## config.mk

```make
export PLATFORM = sky130hd
export DESIGN_NAME = ascii_pnm_pixel_decoder_unit
export DESIGN_NICKNAME = d
export VERILOG_FILES = /design/src/apd_pkg.sv /design/src/apd_div_unit.sv /design/src/ascii_pnm_pixel_decoder_unit.sv
export SDC_FILE = /design/constraint.sdc
export NUM_CORES = 1
export LEC_CHECK = 0
export BUFFER_PORTS_ARGS = -buffer_cell sky130_fd_sc_hd__buf_4
export CORE_ASPECT_RATIO = 1.5
export CORE_MARGIN = 10
export CORE_UTILIZATION = 35
export CTS_BUF_LIST = sky130_fd_sc_hd__clkbuf_2
export CTS_CLUSTER_DIAMETER = 50
export DETAILED_ROUTE_END_ITERATION = 16
export GPL_TIMING_DRIVEN = 0
export PLACE_DENSITY = 0.57
export SYNTH_ARGS = -nofsm -noshare
export SYNTH_HDL_FRONTEND = slang
export SYNTH_SLANG_ARGS = --single-unit
```

## constraint.sdc

```tcl
create_clock -name clock -period 8.34 [get_ports clock]
set_input_delay 1.668 -clock clock [delete_from_list [all_inputs] [get_ports clock]]
set_output_delay 1.668 -clock clock [all_outputs]
set_load 0.03 [all_outputs]
```

## src/apd_pkg.sv

```systemverilog
package apd_pkg;

   localparam int MAX_DIM_DEFAULT = 4096;

   localparam int CHAR_W     = 8;
   localparam int FMT_W      = 2;
   localparam int TOKEN_W    = 17;
   localparam int MAXV_W     = 16;
   localparam int PIXEL_W    = 8;
   localparam int INDEX_W    = 24;
   localparam int TOTAL_W    = 25;
   localparam int DIVIDEND_W = TOKEN_W + PIXEL_W;
   localparam int STEP_W     = $clog2(PIXEL_W + 1);

   localparam logic [TOKEN_W-1:0] TOKEN_MAX  = 17'd131071;
   localparam logic [TOKEN_W-1:0] MAXV_LIMIT = 17'd65535;
   localparam logic [TOTAL_W-1:0] PIX_LIMIT  = 25'd16777216;
   localparam logic [PIXEL_W-1:0] PIXEL_FULL = 8'd255;

   localparam logic [CHAR_W-1:0] CHAR_ZERO  = 8'h30;
   localparam logic [CHAR_W-1:0] CHAR_NINE  = 8'h39;
   localparam logic [CHAR_W-1:0] CHAR_HASH  = 8'h23;
   localparam logic [CHAR_W-1:0] CHAR_SPACE = 8'h20;
   localparam logic [CHAR_W-1:0] CHAR_TAB   = 8'h09;
   localparam logic [CHAR_W-1:0] CHAR_CR    = 8'h0D;
   localparam logic [CHAR_W-1:0] CHAR_LF    = 8'h0A;

   localparam logic [FMT_W-1:0] FMT_P1 = 2'd0;
   localparam logic [FMT_W-1:0] FMT_P2 = 2'd1;
   localparam logic [FMT_W-1:0] FMT_P3 = 2'd2;

   typedef struct packed {
      logic [CHAR_W-1:0] char_byte;
      logic              end_of_stream;
   } req_item_type;

   typedef struct packed {
      logic [PIXEL_W-1:0] red;
      logic [PIXEL_W-1:0] green;
      logic [PIXEL_W-1:0] blue;
      logic [INDEX_W-1:0] pixel_index;
      logic               last_pixel;
      logic               error;
   } rsp_item_type;

   typedef struct packed {
      logic               done;
      logic [PIXEL_W-1:0] quotient;
   } div_result_type;

endpackage

```

## src/apd_div_unit.sv

```systemverilog
module apd_div_unit (
   input  logic                                 clock,
   input  logic                                 reset,
   input  logic                                 start,
   input  logic [apd_pkg::DIVIDEND_W-1:0]       dividend,
   input  logic [apd_pkg::MAXV_W-1:0]           divisor,
   output apd_pkg::div_result_type              result
);

   localparam int ShiftW = apd_pkg::MAXV_W + apd_pkg::PIXEL_W;

   logic                              busy_ff, busy_in;
   logic                              done_ff, done_in;
   logic [apd_pkg::STEP_W-1:0]        step_ff, step_in;
   logic [apd_pkg::DIVIDEND_W-1:0]    rem_ff, rem_in;
   logic [ShiftW-1:0]                 shift_ff, shift_in;
   logic [apd_pkg::PIXEL_W:0]         quot_ff, quot_in;
   logic [apd_pkg::DIVIDEND_W-1:0]    trial;
   logic                              fits;

   // one compare-subtract per cycle, quotient bit 8 down to bit 0
   assign trial = apd_pkg::DIVIDEND_W'(shift_ff);
   assign fits  = rem_ff >= trial;

   always_comb begin
      busy_in  = busy_ff;
      done_in  = 1'b0;
      step_in  = step_ff;
      rem_in   = rem_ff;
      shift_in = shift_ff;
      quot_in  = quot_ff;
      if (start) begin
         busy_in  = 1'b1;
         step_in  = apd_pkg::STEP_W'(apd_pkg::PIXEL_W);
         rem_in   = dividend;
         shift_in = {divisor, apd_pkg::PIXEL_W'(0)};
         quot_in  = '0;
      end else if (busy_ff) begin
         rem_in   = fits ? rem_ff - trial : rem_ff;
         quot_in  = {quot_ff[apd_pkg::PIXEL_W-1:0], fits};
         shift_in = shift_ff >> 1;
         if (step_ff == '0) begin
            busy_in = 1'b0;
            done_in = 1'b1;
         end else begin
            step_in = step_ff - 1'b1;
         end
      end
   end

   always_ff @(posedge clock) begin
      if (reset) begin
         busy_ff <= 1'b0;
         done_ff <= 1'b0;
      end else begin
         busy_ff <= busy_in;
         done_ff <= done_in;
      end
      step_ff  <= step_in;
      rem_ff   <= rem_in;
      shift_ff <= shift_in;
      quot_ff  <= quot_in;
   end

   // top bit set means the true quotient is 256 or more: saturate
   assign result.done     = done_ff;
   assign result.quotient = quot_ff[apd_pkg::PIXEL_W] ? apd_pkg::PIXEL_FULL
                                                      : quot_ff[apd_pkg::PIXEL_W-1:0];

endmodule

```

## src/ascii_pnm_pixel_decoder_unit.sv

```systemverilog
// ASCII netpbm (P1/P2/P3) pixel decoder.
// req channel: one file byte per item plus an end-of-stream flag; accepted on
//   a rising edge with req_valid high and req_stall low. The first two bytes
//   (magic) are dropped; then width, height, maxval (P2/P3) and samples.
// rsp channel: one RGB pixel with its raster index, or an error item; taken
//   on an edge with rsp_valid high and rsp_stall low.
// csr channel: writes the format (0 P1, 1 P2, 2/3 P3); csr_ready is always
//   high. Write only while the block is idle.
// Timing: items go through one at a time under a small sequencer; req_stall
//   is high from acceptance until the sequencer is back in idle.
//   Digit, magic or comment byte: ST_CHAR; blank or '#': ST_CHAR, ST_CLOSE (height
//   token adds ST_MUL for the width*height product); an error adds ST_OUT.
//   Byte that closes a P2/P3 sample: also ST_DIV, where the compare-subtract divider
//   runs 9 steps for value*255/maxval, then ST_PIX (ST_OUT per pixel); P1 skips ST_DIV.
// The finished item sits in an output register; while rsp_stall holds it,
//   the next byte is still taken, and a further result waits in the
//   sequencer until the register frees.
// Reset (synchronous): parser back to the magic bytes, format = P2, no
//   result pending. After the last pixel or an error all bytes are taken
//   and dropped until reset.
module ascii_pnm_pixel_decoder_unit #(
   parameter int MaxDim = apd_pkg::MAX_DIM_DEFAULT
) (
   input  logic                          clock,
   input  logic                          reset,
   input  logic                          req_valid,
   output logic                          req_stall,
   input  apd_pkg::req_item_type         req_data,
   output logic                          rsp_valid,
   input  logic                          rsp_stall,
   output apd_pkg::rsp_item_type         rsp_data,
   input  logic                          csr_valid,
   output logic                          csr_ready,
   input  logic [apd_pkg::FMT_W-1:0]     csr_data
);

   localparam int DimW  = $clog2(MaxDim + 1);
   localparam int ProdW = 2 * DimW;
   localparam int CmpW  = (ProdW > apd_pkg::TOTAL_W) ? ProdW : apd_pkg::TOTAL_W;

   typedef enum logic [6:0] {
      ST_IDLE  = 7'b0000001,
      ST_CHAR  = 7'b0000010,
      ST_CLOSE = 7'b0000100,
      ST_MUL   = 7'b0001000,
      ST_DIV   = 7'b0010000,
      ST_PIX   = 7'b0100000,
      ST_OUT   = 7'b1000000
   } seq_state_type;

   typedef enum logic [4:0] {
      PH_MAGIC  = 5'b00001,
      PH_WIDTH  = 5'b00010,
      PH_HEIGHT = 5'b00100,
      PH_MAXV   = 5'b01000,
      PH_PIX    = 5'b10000
   } parse_phase_type;

   seq_state_type                    state_ff, state_in;
   parse_phase_type                  phase_ff, phase_in;
   logic                             magic_one_ff, magic_one_in;
   logic [apd_pkg::TOKEN_W-1:0]      acc_ff, acc_in;
   logic                             in_token_ff, in_token_in;
   logic                             in_comment_ff, in_comment_in;
   logic [DimW-1:0]                  width_ff, width_in;
   logic [apd_pkg::TOTAL_W-1:0]      total_ff, total_in;
   logic [apd_pkg::MAXV_W-1:0]       maxval_ff, maxval_in;
   logic [apd_pkg::INDEX_W-1:0]      pixels_ff, pixels_in;
   logic [1:0]                       chan_ff, chan_in;
   logic [apd_pkg::PIXEL_W-1:0]      held_red_ff, held_red_in;
   logic [apd_pkg::PIXEL_W-1:0]      held_green_ff, held_green_in;
   logic                             halted_ff, halted_in;
   logic [apd_pkg::FMT_W-1:0]        format_ff, format_in;
   logic [apd_pkg::CHAR_W-1:0]       byte_ff, byte_in;
   logic                             eos_ff, eos_in;
   logic [DimW-1:0]                  value_ff, value_in;
   logic [apd_pkg::PIXEL_W-1:0]      scaled_ff, scaled_in;
   apd_pkg::rsp_item_type            pend_ff, pend_in;
   logic                             rsp_valid_ff, rsp_valid_in;
   apd_pkg::rsp_item_type            rsp_data_ff, rsp_data_in;

   logic                             accept;
   logic                             is_digit, is_blank, is_hash;
   logic [apd_pkg::TOKEN_W+3:0]      acc_wide;
   logic [ProdW-1:0]                 prod;
   logic [CmpW-1:0]                  prod_cmp;
   logic                             is_last;
   logic [apd_pkg::INDEX_W-1:0]      pixels_next;
   logic                             div_start;
   logic [apd_pkg::DIVIDEND_W-1:0]   dividend;
   apd_pkg::div_result_type          div_result;
   apd_pkg::rsp_item_type            err_item;
   apd_pkg::rsp_item_type            err_item_next;

   assign accept    = req_valid && !req_stall;
   assign req_stall = (state_ff != ST_IDLE);
   assign csr_ready = 1'b1;
   assign rsp_valid = rsp_valid_ff;
   assign rsp_data  = rsp_data_ff;

   // byte classes
   assign is_digit = (byte_ff >= apd_pkg::CHAR_ZERO) && (byte_ff <= apd_pkg::CHAR_NINE);
   assign is_hash  = (byte_ff == apd_pkg::CHAR_HASH);
   assign is_blank = (byte_ff == apd_pkg::CHAR_SPACE) || (byte_ff == apd_pkg::CHAR_TAB) ||
                     (byte_ff == apd_pkg::CHAR_CR) || (byte_ff == apd_pkg::CHAR_LF);

   // acc*10 + digit, saturated later
   assign acc_wide = ({4'b0, acc_ff} << 3) + ({4'b0, acc_ff} << 1) +
                     (apd_pkg::TOKEN_W + 4)'(byte_ff - apd_pkg::CHAR_ZERO);

   // width*height, register after it in the total
   assign prod     = ProdW'(width_ff) * ProdW'(value_ff);
   assign prod_cmp = CmpW'(prod);

   assign pixels_next = pixels_ff + 1'b1;
   assign is_last     = ({1'b0, pixels_ff} + 1'b1) == total_ff;

   // value*255 = (value << 8) - value
   assign dividend  = (apd_pkg::DIVIDEND_W'(acc_ff) << apd_pkg::PIXEL_W) -
                      apd_pkg::DIVIDEND_W'(acc_ff);

   always_comb begin
      err_item             = '0;
      err_item.pixel_index = pixels_ff;
      err_item.error       = 1'b1;
      err_item_next             = '0;
      err_item_next.pixel_index = pixels_next;
      err_item_next.error       = 1'b1;
   end

   apd_div_unit u_div (
      .clock    (clock),
      .reset    (reset),
      .start    (div_start),
      .dividend (dividend),
      .divisor  (maxval_ff),
      .result   (div_result)
   );

   always_comb begin
      state_in      = state_ff;
      phase_in      = phase_ff;
      magic_one_in  = magic_one_ff;
      acc_in        = acc_ff;
      in_token_in   = in_token_ff;
      in_comment_in = in_comment_ff;
      width_in      = width_ff;
      total_in      = total_ff;
      maxval_in     = maxval_ff;
      pixels_in     = pixels_ff;
      chan_in       = chan_ff;
      held_red_in   = held_red_ff;
      held_green_in = held_green_ff;
      halted_in     = halted_ff;
      format_in     = format_ff;
      byte_in       = byte_ff;
      eos_in        = eos_ff;
      value_in      = value_ff;
      scaled_in     = scaled_ff;
      pend_in       = pend_ff;
      rsp_valid_in  = rsp_valid_ff;
      rsp_data_in   = rsp_data_ff;
      div_start     = 1'b0;

      if (csr_valid && csr_ready) begin
         format_in = csr_data;
      end

      if (rsp_valid_ff && !rsp_stall) begin
         rsp_valid_in = 1'b0;
      end

      unique case (state_ff)
         ST_IDLE: begin
            if (accept) begin
               byte_in  = req_data.char_byte;
               eos_in   = req_data.end_of_stream;
               state_in = ST_CHAR;
            end
         end

         ST_CHAR: begin
            if (halted_ff) begin
               state_in = ST_IDLE;
            end else if (phase_ff == PH_MAGIC) begin
               magic_one_in = 1'b1;
               if (magic_one_ff) begin
                  phase_in = PH_WIDTH;
               end
               state_in = eos_ff ? ST_CLOSE : ST_IDLE;
            end else if (in_comment_ff) begin
               if (byte_ff == apd_pkg::CHAR_LF) begin
                  in_comment_in = 1'b0;
               end
               state_in = eos_ff ? ST_CLOSE : ST_IDLE;
            end else if (is_digit) begin
               acc_in      = (acc_wide > (apd_pkg::TOKEN_W + 4)'(apd_pkg::TOKEN_MAX))
                             ? apd_pkg::TOKEN_MAX : acc_wide[apd_pkg::TOKEN_W-1:0];
               in_token_in = 1'b1;
               state_in    = eos_ff ? ST_CLOSE : ST_IDLE;
            end else if (is_blank || is_hash) begin
               if (is_hash) begin
                  in_comment_in = 1'b1;
               end
               state_in = ST_CLOSE;
            end else begin
               pend_in   = err_item;
               halted_in = 1'b1;
               state_in  = ST_OUT;
            end
         end

         // token close; end of stream without a final pixel is an error
         ST_CLOSE: begin
            if (!in_token_ff) begin
               if (eos_ff) begin
                  pend_in   = err_item;
                  halted_in = 1'b1;
                  state_in  = ST_OUT;
               end else begin
                  state_in = ST_IDLE;
               end
            end else begin
               acc_in      = '0;
               in_token_in = 1'b0;
               value_in    = acc_ff[DimW-1:0];
               state_in    = eos_ff ? ST_OUT : ST_IDLE;
               pend_in     = err_item;
               halted_in   = eos_ff;
               unique case (phase_ff)
                  PH_WIDTH: begin
                     if (acc_ff == '0 || acc_ff > apd_pkg::TOKEN_W'(MaxDim)) begin
                        halted_in = 1'b1;
                        state_in  = ST_OUT;
                     end else begin
                        width_in = acc_ff[DimW-1:0];
                        phase_in = PH_HEIGHT;
                     end
                  end
                  PH_HEIGHT: begin
                     if (acc_ff == '0 || acc_ff > apd_pkg::TOKEN_W'(MaxDim)) begin
                        halted_in = 1'b1;
                        state_in  = ST_OUT;
                     end else begin
                        halted_in = 1'b0;
                        state_in  = ST_MUL;
                     end
                  end
                  PH_MAXV: begin
                     if (acc_ff == '0 || acc_ff > apd_pkg::MAXV_LIMIT) begin
                        halted_in = 1'b1;
                        state_in  = ST_OUT;
                     end else begin
                        maxval_in = acc_ff[apd_pkg::MAXV_W-1:0];
                        phase_in  = PH_PIX;
                        chan_in   = 2'd0;
                     end
                  end
                  PH_PIX: begin
                     halted_in = 1'b0;
                     if (format_ff == apd_pkg::FMT_P1 || maxval_ff == '0) begin
                        scaled_in = (acc_ff != '0) ? apd_pkg::PIXEL_FULL : '0;
                        state_in  = ST_PIX;
                     end else begin
                        div_start = 1'b1;
                        state_in  = ST_DIV;
                     end
                  end
                  default: begin
                     halted_in = 1'b1;
                     state_in  = ST_OUT;
                  end
               endcase
            end
         end

         ST_MUL: begin
            if (prod_cmp > CmpW'(apd_pkg::PIX_LIMIT)) begin
               pend_in   = err_item;
               halted_in = 1'b1;
               state_in  = ST_OUT;
            end else begin
               total_in = prod_cmp[apd_pkg::TOTAL_W-1:0];
               phase_in = (format_ff == apd_pkg::FMT_P1) ? PH_PIX : PH_MAXV;
               chan_in  = 2'd0;
               if (eos_ff) begin
                  pend_in   = err_item;
                  halted_in = 1'b1;
                  state_in  = ST_OUT;
               end else begin
                  state_in = ST_IDLE;
               end
            end
         end

         ST_DIV: begin
            if (div_result.done) begin
               scaled_in = div_result.quotient;
               state_in  = ST_PIX;
            end
         end

         // place the sample: hold red and green for P3, emit on the last
         ST_PIX: begin
            if (format_ff >= apd_pkg::FMT_P3 && chan_ff == 2'd0) begin
               held_red_in = scaled_ff;
               chan_in     = 2'd1;
            end else if (format_ff >= apd_pkg::FMT_P3 && chan_ff == 2'd1) begin
               held_green_in = scaled_ff;
               chan_in       = 2'd2;
            end else begin
               chan_in   = 2'd0;
               pixels_in = pixels_next;
            end

            if (format_ff >= apd_pkg::FMT_P3 && (chan_ff == 2'd0 || chan_ff == 2'd1)) begin
               if (eos_ff) begin
                  pend_in   = err_item;
                  halted_in = 1'b1;
                  state_in  = ST_OUT;
               end else begin
                  state_in = ST_IDLE;
               end
            end else if (eos_ff && !is_last) begin
               pend_in   = err_item_next;
               halted_in = 1'b1;
               state_in  = ST_OUT;
            end else begin
               pend_in.red         = (format_ff >= apd_pkg::FMT_P3) ? held_red_ff : scaled_ff;
               pend_in.green       = (format_ff >= apd_pkg::FMT_P3) ? held_green_ff : scaled_ff;
               pend_in.blue        = scaled_ff;
               pend_in.pixel_index = pixels_ff;
               pend_in.last_pixel  = is_last;
               pend_in.error       = 1'b0;
               halted_in           = is_last;
               state_in            = ST_OUT;
            end
         end

         ST_OUT: begin
            if (!rsp_valid_ff || !rsp_stall) begin
               rsp_data_in  = pend_ff;
               rsp_valid_in = 1'b1;
               state_in     = ST_IDLE;
            end
         end

         default: begin
            state_in = ST_IDLE;
         end
      endcase
   end

   always_ff @(posedge clock) begin
      if (reset) begin
         state_ff      <= ST_IDLE;
         phase_ff      <= PH_MAGIC;
         magic_one_ff  <= 1'b0;
         acc_ff        <= '0;
         in_token_ff   <= 1'b0;
         in_comment_ff <= 1'b0;
         width_ff      <= '0;
         total_ff      <= '0;
         maxval_ff     <= '0;
         pixels_ff     <= '0;
         chan_ff       <= 2'd0;
         held_red_ff   <= '0;
         held_green_ff <= '0;
         halted_ff     <= 1'b0;
         format_ff     <= apd_pkg::FMT_P2;
         rsp_valid_ff  <= 1'b0;
      end else begin
         state_ff      <= state_in;
         phase_ff      <= phase_in;
         magic_one_ff  <= magic_one_in;
         acc_ff        <= acc_in;
         in_token_ff   <= in_token_in;
         in_comment_ff <= in_comment_in;
         width_ff      <= width_in;
         total_ff      <= total_in;
         maxval_ff     <= maxval_in;
         pixels_ff     <= pixels_in;
         chan_ff       <= chan_in;
         held_red_ff   <= held_red_in;
         held_green_ff <= held_green_in;
         halted_ff     <= halted_in;
         format_ff     <= format_in;
         rsp_valid_ff  <= rsp_valid_in;
      end
      byte_ff     <= byte_in;
      eos_ff      <= eos_in;
      value_ff    <= value_in;
      scaled_ff   <= scaled_in;
      pend_ff     <= pend_in;
      rsp_data_ff <= rsp_data_in;
   end

endmodule
```

==> results.sh <==
export IMPL_status="finished, final reports clean"
export IMPL_htreeDepth=3
export IMPL_power_mw=2.934
export IMPL_start_util_pct=35.15
export IMPL_yosys_top_cells_count="nand2_1 (261), inv_1 (240), nor2_1 (229), edfxtp_1 (171), dfxtp_1 (155)"
export IMPL_ys_async_sr_fraction_pct=0
export IMPL_cts_buffers=80
export IMPL_met2_usage_pct=33.65
export IMPL_synth_area_leaders="edfxtp_1 (21%), dfxtp_1 (13%), fa_1 (11%)"
export IMPL_relSlewSlack_pct=13.02
export IMPL_post_synth_top_count_cell="nand2_1"
export IMPL_hold_buffers=0
export IMPL_synth_edff_count=171
export IMPL_cts_max_path_buffers=3
export IMPL_drc_errors=0
export IMPL_worst_pin_slew_ps=1300
export IMPL_crit_buf_inv=6
export IMPL_die_h_um=342.0
export IMPL_cp_cell_sequence="clkbuf_2 > and2_1 > fa_1 > fa_1 > fa_1 > fa_1 > inv_1 > fa_1 > inv_1 > ha_1 > clkbuf_1 > a21oi_1 > nand2_1 > a311oi_2 > nor2_1 > o31a_1 > xor2_1 > or4_1 > buf_2 > a21oi_4 > nor3_1 > nor2_4 > buf_4 > a221o_1"
export IMPL_avgSynthCellArea_um2=9.079
export IMPL_fin_crit_sh_pct=96.47
export IMPL_grt_pass1_vias=20850
export IMPL_gr_usage_met3_pct=2.559
export IMPL_area_growth_pct=10.68
export IMPL_ctsRootBufferMaster="clkbuf_2"
export IMPL_r2r_start="value_ff[8]"
export IMPL_synth_cells=2664
export IMPL_grt_max_degree=29
export IMPL_swShare_pct=28.12
export IMPL_antenna_found_initial=2
export IMPL_clock_latency_ps=1130
export IMPL_port_buffers=67
export IMPL_finalSetupViolations=0
export IMPL_dr_first_iter_drc_count=1282
export IMPL_required_ps=9180
export IMPL_leakage_nw=11.18
export IMPL_dp_slack_ps=-219.9
export IMPL_fin_nets=3107
export IMPL_via_per_inst=5.355
export IMPL_yosysSeqAreaShare_pct=34.06
export IMPL_p_seq_share_pct=57.5
export IMPL_track_usage_pct=17.91
export IMPL_synth_distinct_cells=91
export IMPL_synth_top_area_share_pct=21.23
export IMPL_rsz0062_at_grt="false"
export IMPL_fmax_mhz=124.3
export IMPL_row_count=118
export IMPL_max_stage_delay_ps=750
export IMPL_p_sw_uw=825.2
export IMPL_grt_busiest_layer="met2"
export IMPL_crit_family="adder cells"
export IMPL_cp_slowest_cell="nor3_1"
export IMPL_grt_overflow=0
export IMPL_synth_nets=2951
export IMPL_fin_crit_ps=8045
export IMPL_power_internal_mw=2.109
export IMPL_cts_tree="built"
export IMPL_clkTransAtPathRegs_ps=120
export IMPL_power_density_mw_per_mm2=109.6
export IMPL_grt_pass1_wl_um=115600
export IMPL_ant_nets=0
export IMPL_ys_ff_latch=326
export IMPL_ys_flop_type="edfxtp_1"
export IMPL_drt_pass1_iter_count=5
export IMPL_fp_dieW_um=234.6
export IMPL_worst_setup_path_start_kind="flip-flop"
export IMPL_routed_wl_um=73110
export IMPL_yosys_warnings=0
export IMPL_critical_path_class="reg -> reg"
export IMPL_p_comb_share_pct=4.4
export IMPL_path_max_fanout=10
export IMPL_hold_path_class="reg -> reg"
export IMPL_synth_largest_area_cell="edfxtp_1"
export IMPL_timing_final_ws_setup_ps=294.7
export IMPL_hold_viol=0
export IMPL_drive_gt1_share_pct=10.42
export IMPL_fp_dieArea_mm2=0.08023
export IMPL_dp_hpwl_um=57580
export IMPL_met1_usage_pct=18.76
export IMPL_via_count=20300
export IMPL_clock_sinks=326
export IMPL_crit_start="value_ff[8]"
export IMPL_syn_area_mm2=0.02419
export IMPL_critPathArrivalTime_ps=8890
export IMPL_cp_end_kind="flip-flop"
export IMPL_wire_per_inst_um=19.28
export IMPL_min_delay_start="pend_ff[12]"
export IMPL_clkPwrFrac_pct=38.1
export IMPL_skew_ps=117.1
export IMPL_gp_congestion=0.9456
export IMPL_cp_common_cell="fa_1"
export IMPL_holdWs_ps=458.8
export IMPL_peakVddDrop_uv=67.19
export IMPL_coreArea_mm2=0.06880
export IMPL_maxSlewViolCount=0
export IMPL_io_pins=69
export IMPL_cap_violations=0
==> logic make-up (layout without fill, tap and decap cells) <==
| family | Yosys count | after routing | share of synthesized area [%] |
|---|---|---|---|
| other cells | 1 | 4 | 0.01551 |
| simple gates | 918 | 918 | 18.60 |
| xor+xnor | 128 | 128 | 4.635 |
| buf+inv | 392 | 616 | 6.306 |
| fa+ha+maj | 271 | 271 | 18.30 |
| flops | 326 | 326 | 34.06 |
| mux | 75 | 75 | 3.119 |
| compound gates | 553 | 553 | 14.96 |
==> placed cells by master (no fill, tap or decap), types with 19 or more instances in the layout <==
| cell type | instances |
|---|---|
| o21a_1 | 23 |
| a211oi_1 | 20 |
| mux2i_1 | 72 |
| o2bb2ai_1 | 19 |
| a21oi_1 | 151 |
| o21ai_0 | 138 |
| clkbuf_2 | 138 |
| nand3_1 | 81 |
| xnor2_1 | 79 |
| edfxtp_1 | 171 |
| and2_1 | 98 |
| fa_1 | 138 |
| and3_1 | 27 |
| ha_1 | 133 |
| dfxtp_1 | 153 |
| a21o_1 | 29 |
| nor2_1 | 229 |
| clkbuf_1 | 93 |
| a22oi_1 | 21 |
| nand2_1 | 261 |
| clkinv_1 | 23 |
| inv_1 | 240 |
| buf_4 | 77 |
| nor2b_1 | 30 |
| nor3_1 | 45 |
| nor4_1 | 25 |
| xor2_1 | 48 |
==> registers in the layout, indices dropped and copies added, names as in the netlist, 8 cells and up <==
register        count
pend_ff            50
rsp_data           50
total_ff           25
u_div.rem_ff       25
pixels_ff          24
u_div.shift_ff     24
acc_ff             17
maxval_ff          16
value_ff           13
width_ff           13
u_div.quot_ff       9
byte_ff             8
held_green_ff       8
held_red_ff         8
scaled_ff           8
==> per-layer routing <==
metal | vias to the layer above | wire length [um] | part of all wire, %
li1 | 9604 | - | -
met2 | 591 | 38540 | 53
met4 | 0 | 3899 | 5.3
met3 | 194 | 3019 | 4.1
met5 | - | 0 | 0
met1 | 9911 | 27650 | 38
==> area by class of cell <==
| type | count | area, um2 |
|---|---|---|
| Tap cell | 900 | 1126 |
| Fill cell | 7061 | 42030 |
| Clock inverter | 34 | 173.9 |
| Buffer | 149 | 645.6 |
| Antenna cell | 3 | 7.507 |
| Inverter | 241 | 904.6 |
| Multi-Input combinational cell | 1946 | 14470 |
| Timing Repair Buffer | 76 | 619.3 |
| Sequential cell | 326 | 8240 |
| Clock buffer | 116 | 580.6 |
==> what timing repair did <==
| action | 4_1_cts | 5_1_grt |
|---|---|---|
| gates resized for setup | 5 | 43 |
| endpoints found under the setup margin | 22 | 80 |
| endpoints found under the hold margin | 0 | 0 |
| setup buffers | 1 | 4 |
| pin swaps | 1 | 2 |
==> path summary, 6_finish.rpt <==
check / endpoint / slack (ps) / cells past startpoint
worst min-delay path: rsp_data[12] / 460 / 0
worst max-delay path: pend_ff[4] / 290 / 24
worst min register to register: rsp_data[12] / 460 / 0
worst max register to register: pend_ff[4] / 290 / 24
==> per-stage QoR <==
stage	std cells	utilization, %	setup TNS (ps)	area, um2
2_1_floorplan	2664	-	0	24190
3_3_place_gp	3631	37.52	-1486	25810
3_5_place_dp	3635	37.68	-2132	25920
4_1_cts	3786	38.79	0	26690
5_1_grt	3791	38.91	0	26770
6_report	3791	38.91	0	26770
==> power by group through the flow <==
stage	Sequential, mW	Clock [mW]	Combinational (mW)
after floorplan	1.72	0	0.0798
after global placement	1.72	0	0.126
after detailed placement	1.72	0	0.129
after CTS	1.69	1.16	0.130
after global routing	1.69	1.24	0.141
final	1.69	1.12	0.130
Note: power is estimated with default switching activity, not from simulation.
